$ cat src/hw/rtl/rsxu_pkg.sv
// Shared codes and types for the RISC subset execute unit.
`default_nettype none

package rsxu_pkg;

   localparam logic [3:0] ACT_ADD     = 4'd0;
   localparam logic [3:0] ACT_ADDI    = 4'd1;
   localparam logic [3:0] ACT_SUB     = 4'd2;
   localparam logic [3:0] ACT_SUBI    = 4'd3;
   localparam logic [3:0] ACT_SLT     = 4'd4;
   localparam logic [3:0] ACT_LI      = 4'd5;
   localparam logic [3:0] ACT_LA      = 4'd6;
   localparam logic [3:0] ACT_LW      = 4'd7;
   localparam logic [3:0] ACT_SW      = 4'd8;
   localparam logic [3:0] ACT_BEQ     = 4'd9;
   localparam logic [3:0] ACT_BNE     = 4'd10;
   localparam logic [3:0] ACT_J       = 4'd11;
   localparam logic [3:0] ACT_SYSCALL = 4'd12;
   localparam logic [3:0] ACT_LABEL   = 4'd13;

   localparam logic [1:0] ST_OK      = 2'd0;
   localparam logic [1:0] ST_HALT    = 2'd1;
   localparam logic [1:0] ST_BAD_SYS = 2'd2;
   localparam logic [1:0] ST_ADDR    = 2'd3;

   localparam logic [4:0]  REG_ZERO = 5'd0;
   localparam logic [4:0]  REG_SYS  = 5'd2;
   localparam logic [31:0] SYS_EXIT = 32'd10;

   // register file write (commit) port
   typedef struct packed {
      logic        en;
      logic [4:0]  addr;
      logic [31:0] data;
   } rf_wr_type;

endpackage

`default_nettype wire

$ cat src/hw/rtl/rsxu_ram.sv
// Generic single-write, single-read RAM with registered read data.
`default_nettype none

module rsxu_ram #(
   parameter int WIDTH = 32,
   parameter int DEPTH = 32
) (
   input  wire logic                     clock,
   input  wire logic                     wr_en,
   input  wire logic [$clog2(DEPTH)-1:0] wr_addr,
   input  wire logic [WIDTH-1:0]         wr_data,
   input  wire logic                     rd_en,
   input  wire logic [$clog2(DEPTH)-1:0] rd_addr,
   output logic      [WIDTH-1:0]         rd_data
);

   logic [WIDTH-1:0] mem_ff [DEPTH];
   logic [WIDTH-1:0] rd_data_ff;

   // read-first: a read and write of the same entry in one cycle returns old data
   always_ff @(posedge clock) begin
      if (wr_en) begin
         mem_ff[wr_addr] <= wr_data;
      end
      if (rd_en) begin
         rd_data_ff <= mem_ff[rd_addr];
      end
   end

   assign rd_data = rd_data_ff;

endmodule

`default_nettype wire

$ cat src/hw/rtl/rsxu_regfile.sv
// Register file: two read ports on mirrored RAMs, valid bits and commit bypass.
`default_nettype none

module rsxu_regfile
   import rsxu_pkg::*;
(
   input  wire logic        clock,
   input  wire logic        reset,
   input  wire logic        rd_en,
   input  wire logic [4:0]  rd_addr_a,
   input  wire logic [4:0]  rd_addr_b,
   input  wire rf_wr_type   wr,
   output logic      [4:0]  q_addr_a,
   output logic      [4:0]  q_addr_b,
   output logic      [31:0] q_data_a,
   output logic      [31:0] q_data_b
);

   logic [31:0] valid_ff, valid_in;
   rf_wr_type   cw_ff;
   logic [4:0]  addr_a_ff, addr_b_ff;
   logic [31:0] ram_a_q, ram_b_q;

   rsxu_ram #(.WIDTH(32), .DEPTH(32)) u_ram_a (
      .clock   (clock),
      .wr_en   (wr.en),
      .wr_addr (wr.addr),
      .wr_data (wr.data),
      .rd_en   (rd_en),
      .rd_addr (rd_addr_a),
      .rd_data (ram_a_q)
   );

   rsxu_ram #(.WIDTH(32), .DEPTH(32)) u_ram_b (
      .clock   (clock),
      .wr_en   (wr.en),
      .wr_addr (wr.addr),
      .wr_data (wr.data),
      .rd_en   (rd_en),
      .rd_addr (rd_addr_b),
      .rd_data (ram_b_q)
   );

   always_comb begin
      valid_in = valid_ff;
      if (wr.en) begin
         valid_in[wr.addr] = 1'b1;
      end
   end

   always_ff @(posedge clock) begin
      if (reset) begin
         valid_ff <= '0;
         cw_ff    <= '0;
      end else begin
         valid_ff <= valid_in;
         if (wr.en) begin
            cw_ff <= wr;
         end
      end
   end

   always_ff @(posedge clock) begin
      if (rd_en) begin
         addr_a_ff <= rd_addr_a;
         addr_b_ff <= rd_addr_b;
      end
   end

   // the latest commit may have landed in the same cycle as the read
   always_comb begin
      q_data_a = '0;
      if (addr_a_ff != REG_ZERO) begin
         if (cw_ff.en && cw_ff.addr == addr_a_ff) begin
            q_data_a = cw_ff.data;
         end else if (valid_ff[addr_a_ff]) begin
            q_data_a = ram_a_q;
         end
      end
      q_data_b = '0;
      if (addr_b_ff != REG_ZERO) begin
         if (cw_ff.en && cw_ff.addr == addr_b_ff) begin
            q_data_b = cw_ff.data;
         end else if (valid_ff[addr_b_ff]) begin
            q_data_b = ram_b_q;
         end
      end
   end

   assign q_addr_a = addr_a_ff;
   assign q_addr_b = addr_b_ff;

endmodule

`default_nettype wire

$ cat config.mk
export PLATFORM = sky130hd
export DESIGN_NAME = rsxu_regfile
export DESIGN_NICKNAME = d
export VERILOG_FILES = /design/src/hw/rtl/rsxu_pkg.sv /design/src/hw/rtl/rsxu_ram.sv /design/src/hw/rtl/rsxu_regfile.sv
export SDC_FILE = /design/constraint.sdc
export NUM_CORES = 1
export LEC_CHECK = 0
export BUFFER_PORTS_ARGS = -buffer_cell sky130_fd_sc_hd__clkbuf_2
export CORE_MARGIN = 1.5
export CORE_UTILIZATION = 28
export CTS_CLUSTER_SIZE = 25
export DETAILED_ROUTE_END_ITERATION = 8
export GPL_TIMING_DRIVEN = 0
export REMOVE_ABC_BUFFERS = 1
export SYNTH_ARGS = -nofsm -noshare
export SYNTH_HDL_FRONTEND = slang
export SYNTH_SLANG_ARGS = --single-unit
$ cat constraint.sdc
create_clock -name clock -period 6.2 [get_ports clock]
set_input_delay 0.62 -clock clock [delete_from_list [all_inputs] [get_ports clock]]
set_output_delay 0.62 -clock clock [all_outputs]
set_load 0.02 [all_outputs]
### Word level (Yosys, flattened, before mapping)

Memories as Yosys holds them, arrays and structs flattened. A register that Yosys moved wholly into a read port is not among the register bits.
Index checks and enable logic that the tools add are counted.

* add/subtract/negate cells: 0
* $mul: 0
* div/mod/pow operators: 0
* shifts and indexed selects: 0
* magnitude comparators: 4
* bitwise gates (word level): 1
* mux-type cells: 14
* reduce and logical (&&, ||, !) cells: 5
* equal/unequal tests: 2

Operators with widths (count)
* two-way mux 32 bit: 6
* bitwise OR 32 bit: 1
* < comparator 5 x 6 -> 1 bit, second input constant: 3
* binary-select mux 1 bit (select 5 bit): 2
* equality test 5 bit: 2
* nonzero test 5 bit: 2
* demux 1 bit (select 5 bit): 1
* >= comparator 5 x 1 -> 1 bit, second input constant: 1
* two-way mux 1 bit: 5
* logical AND 1 bit: 3

* register bits after elaboration: 80
* output and inout bits: 74
* bits of input ports: 51
* bits in latches: 0
* logic and storage cells: 34
* bits in read-only memories: 0
* RAM bits: 2048
* memories kept: 2

Memory list
* u_ram_a.mem_ff: words 32, bits a word 32, read ports 1, clocked after Yosys merged registers in 1, wr ports 1, line rsxu_ram.sv:17 `logic [WIDTH-1:0] mem_ff [DEPTH];`
* u_ram_b.mem_ff: words 32, bits a word 32, read ports 1, clocked after Yosys merged registers in 1, wr ports 1, line rsxu_ram.sv:17

### Logic depth before layout (Yosys ltp)

* depth after elaboration: 5
* mapped depth: 7
* mapped depth without buffers: 5

### By module

A second synthesis with hierarchy kept.

* cells, all modules: 4947
* area total of the unflattened synthesis: 85767.3 sq um

By module, submodules not included
* rsxu_ram: instances 2, cells an instance 2260, area an instance 40805.4 sq um, seq. area each 31710.4 sq um
* rsxu_regfile: instances 1, cells an instance 427, area an instance 4156.5 sq um, seq. area each 1701.6 sq um

### Least setup slack after synthesis

No wires, ideal clock.

* path kind: input port to flip-flop
* start: in wr[37] in the netlist's numbering
* end: mem u_ram_b.mem_ff[12][0] (enable)
* required time: 5777 ps
* stages on the path: 4
* data arrival time: 2822 ps
* path buffers: 2
* slack: 2955 ps
* library setup time: 423 ps
* cells stage by stage: clkbuf_1 or3b_2 clkbuf_1 nor2_1

* longest elaborated chain between the ends: 2

RTL lines
* from (decl): line rsxu_regfile.sv:12 `input wire rf_wr_type wr,`
* two-way mux 1 bit: line rsxu_ram.sv:22 `if (wr_en) begin`
* two-way mux 1 bit (not written as such): line rsxu_ram.sv:23 `mem_ff[wr_addr] <= wr_data;`
* to (decl): line rsxu_ram.sv:17

No other way between the ends.

### Worst setup path in the final report

* start: reg addr_b_ff[0], in the netlist q_addr_b[0]
* end: out q_data_b[6]

* longest elaborated chain between the ends: 5
* elaborated cells between the ends (all ways): 8
* classes of those cells: eq/ne: 1; mux: 5; reduce/logical: 2

RTL lines
* from (decl): line rsxu_regfile.sv:21 `logic [4:0] addr_a_ff, addr_b_ff;`
* from (signal assigned): line rsxu_regfile.sv:66 `addr_b_ff <= rd_addr_b;`
* binary-select mux 1 bit (select 5 bit): line rsxu_regfile.sv:84 `end else if (valid_ff[addr_b_ff]) begin`
* two-way mux 1 bit (not written as such): line rsxu_regfile.sv:84
* two-way mux 32 bit: line rsxu_regfile.sv:84
* two-way mux 32 bit: line rsxu_regfile.sv:82 `if (cw_ff.en && cw_ff.addr == addr_b_ff) begin`
* two-way mux 32 bit (*): line rsxu_regfile.sv:81 `if (addr_b_ff != REG_ZERO) begin`
* to (decl): line rsxu_regfile.sv:16 `output logic [31:0] q_data_b`

Every way passes the cells marked *; elsewhere a longest branch is shown, timed or not. The select of a mux whose other input is x is not followed.

==> flow_summary.yaml <==
clocking:
  cts.path.max_buffers: 3
  clk_pin_slew_ns: 0.06
  worstSkewPairLatency_ns: 0.73
  postCtsSetupRepairBufs: 0
  post_cts_resized: 0
  htreeDepth: 3
  clock-sinks: 1168
  cts_made_buffers: 117
  cts_root_buf: "clkbuf_16"
  cts_tree: "yes"
  hold_buffers: 0
die:
  die_x_um: 437
  io_pins: 125
  die-area_mm2: 0.191
  start_util_pct: 28.1
  core-area_mm2: 0.187
  dieHeight_um: 437
  rows: 159
global_routing:
  antenna_found_initial: 11
  grt.total_usage_pct: 15.8
  grt_util_met1_pct: 21.6
  grt_pass1_vias: 28483
  grt-ovfl-total: 0
  grtUsageMet2_pct: 25.8
  grtUsageMet3_pct: 3.10
  top_usage_layer: "met2"
  grt_max_degree: 86
  grt_pass1_wl_um: 216000
yosys:
  ys_seq_elements: 1168
  ys_top_cells_by_count: "1,098 x edfxtp_1, 656 x mux4_2, 142 x nor2_1"
  synth.most_common_cell: "edfxtp_1"
  yosysWarnings: 0
  async_flop_share_pct: 0
  yosysTopAreaCell: "edfxtp_1"
  synth_cell_types: 27
  synth_area_leaders: "edfxtp_1 63%, mux4_2 28%, dfxtp_1 2.7%"
  synthCells: 2370
  synthFlopType: "edfxtp_1"
  netlist.area_leader.share_pct: 62.6
  yosysSeqAreaShare_pct: 65.2
  syn_avg_cell_area_um2: 22.2
  syn_area_mm2: 0.0527
  synth_edf_count: 1098
critical_path:
  r2r-end: "u_ram_b.rd_data[15]$_DFFE_PP_"
  endpoint_kind: "primary output"
  crit_path_start_kind: "register"
  critPathKind: "register to primary output"
  cp_data_arrival_time_ns: 3.88
  ff2ff_setup_slack_ns: 4.22
  r2r.worst_path.cells: 3
  crit_fanout: 11
  required_ns: 5.58
  r2r_start: "u_ram_b.mem_ff[23][15]$_DFFE_PP_"
timing:
  worst_pin_slew_ns: 1.03
  report.final.slew_viol_count: 0
  holdWs_ns: 0.248
  fmax_ghz: 0.222
  max_slew_margin_pct: 31.5
  rsz0062_at_grt: "no"
  hold_viol_final: 0
  setup_violations: 0
  finClkSkew_ns: 0.0297
  min_period_over_period_pct: 72.6
  layout_min_cycle_time_ns: 4.50
outcome:
  status: "finished clean"
cells_and_area:
  regArea_mm2: 0.0344
  syn2layout_area_growth_pct: 17.9
  multiInputGateArea_mm2: 0.0176
  fin_util_pct: 33.2
  nNetsFinal: 2584
  layout-drive-gt1-share_pct: 44.3
  final.fill_count: 17437
  layout.cells.non_filler: 5134
routing:
  drcViolationCount: 0
  wl_um: 153000
  vias: 27244
  dr.pass1.iters: 5
  ant_nets: 0
  via_per_inst: 5.31
  detail_route.wl_per_cell_um: 29.8
  drt_iter0_drc: 3084
hold_path:
  min_path_cells: 3
  min_to: "cw_ff[32]$_SDFFE_PP0P_"
  hp-class: "input pin to register"
  holdCritStartpoint: "wr[32]"
power_and_ir_drop:
  p_total_mw: 17.6
  internal-power_mw: 13.7
  vdd_drop_max_uv: 212
  pwr-share-comb_pct: 7.6
  p_leak_nw: 19.2
  clkPwrFrac_pct: 41.9
  power.switching_mw: 3.86
  switching_share_pct: 21.9
  p_per_area_mw_per_mm2: 283
  p_seq_share_pct: 50.5
place:
  dp_hpwl_um: 94800
  numPlacedInstances: 4909
  port-buffer-count: 124
  routabilityCongestion: 0.711
run:
  maxCapViolCount: 0
## logic make-up (layout without fill, tap and decap cells)
kind of cell | count (synthesis) | in the layout | share of synthesized area (%)
other | 0 | 3 | 0
muxes | 757 | 757 | 30.1
and+or+nand+nor | 180 | 180 | 1.44
buffers and inverters | 183 | 449 | 1.83
AOI/OAI and AO/OA | 72 | 72 | 1.20
xor gates and xnor gates | 10 | 10 | 0.166
DFF | 1168 | 1168 | 65.2
## power by group through the flow
stage | Sequential [mW] | Clock [mW] | Combinational, mW
after global placement | 9.04 | 0 | 1.64
after floorplan | 9.01 | 0 | 0.669
after detailed placement | 9.03 | 0 | 1.37
final | 8.87 | 7.36 | 1.34
after CTS | 8.87 | 7.48 | 1.37
after global routing | 8.88 | 7.80 | 1.42
## cell type report
class / count / area share (%)
Antenna cell: 3 / 0.0121
Clock buffer: 153 / 5.32
Clock inverter: 69 / 1.13
Multi-Input combinational cell: 1019 / 28.4
Sequential cell: 1168 / 55.3
Tap cell: 2495 / 5.02
Timing Repair Buffer: 227 / 4.83
## sequential cells by signal, summed over array words and instances, names as in the netlist
signal,count
u_ram_b.mem_ff,992
cw_ff,38
u_ram_a.mem_ff,32
u_ram_a.rd_data,32
u_ram_b.rd_data,32
valid_ff,32
q_addr_a,5
q_addr_b,5
## critical path, stage by stage (launching register included)
cell      delay, ns
edfxtp_1       0.82
mux4_2         0.40
a22oi_1        0.08
and3_1         0.23
o32ai_4        0.77
buf_16         0.24
a22o_1         0.34
clkbuf_2       0.23
## layout by cell type, fill, tap and decap left out, drive strengths merged, types with 13 or more instances in the layout
cell type	n
edfxtp	1098
mux4	656
clkbuf	277
nor2	142
buf	103
dfxtp	70
mux2	64
a22o	64
clkinv	45
mux2i	37
bufinv	13
## layer usage
layer  vias up  share of wire [%]
met3       230                7.6
met2      1212                 49
met1     15025                 41
met4        12                2.4
li1      10765                  -
met5         -              0.050
## how the worst max path moves through the flow
stage / start / to / slack (ns) / cells past startpoint
after floorplan: q_addr_b[0]$_DFFE_PP_ / q_data_b[0] / 2.37 / 4
after global placement: rd_addr_b[0] / u_ram_b.rd_data[2]$_DFFE_PP_ / -5.39 / 4
after detailed placement: rd_addr_a[0] / u_ram_a.rd_data[15]$_DFFE_PP_ / 2.26 / 6
after CTS: q_addr_b[0]$_DFFE_PP_ / q_data_b[7] / 1.55 / 7
after global routing: q_addr_b[0]$_DFFE_PP_ / q_data_b[7] / 1.51 / 7
final: q_addr_b[0]$_DFFE_PP_ / q_data_b[6] / 1.70 / 7
## per-stage QoR
stage | setup WS (ns) | area (um2) | TNS [ns]
6_report | 1.70 | 62100 | 0
5_1_grt | 1.51 | 62100 | 0
4_1_cts | 1.55 | 62100 | 0
3_5_place_dp | 2.26 | 58100 | 0
3_3_place_gp | -5.39 | 55500 | -2328.25
2_1_floorplan | 2.37 | 51700 | 0
Note: power is estimated with default switching activity, not from simulation.
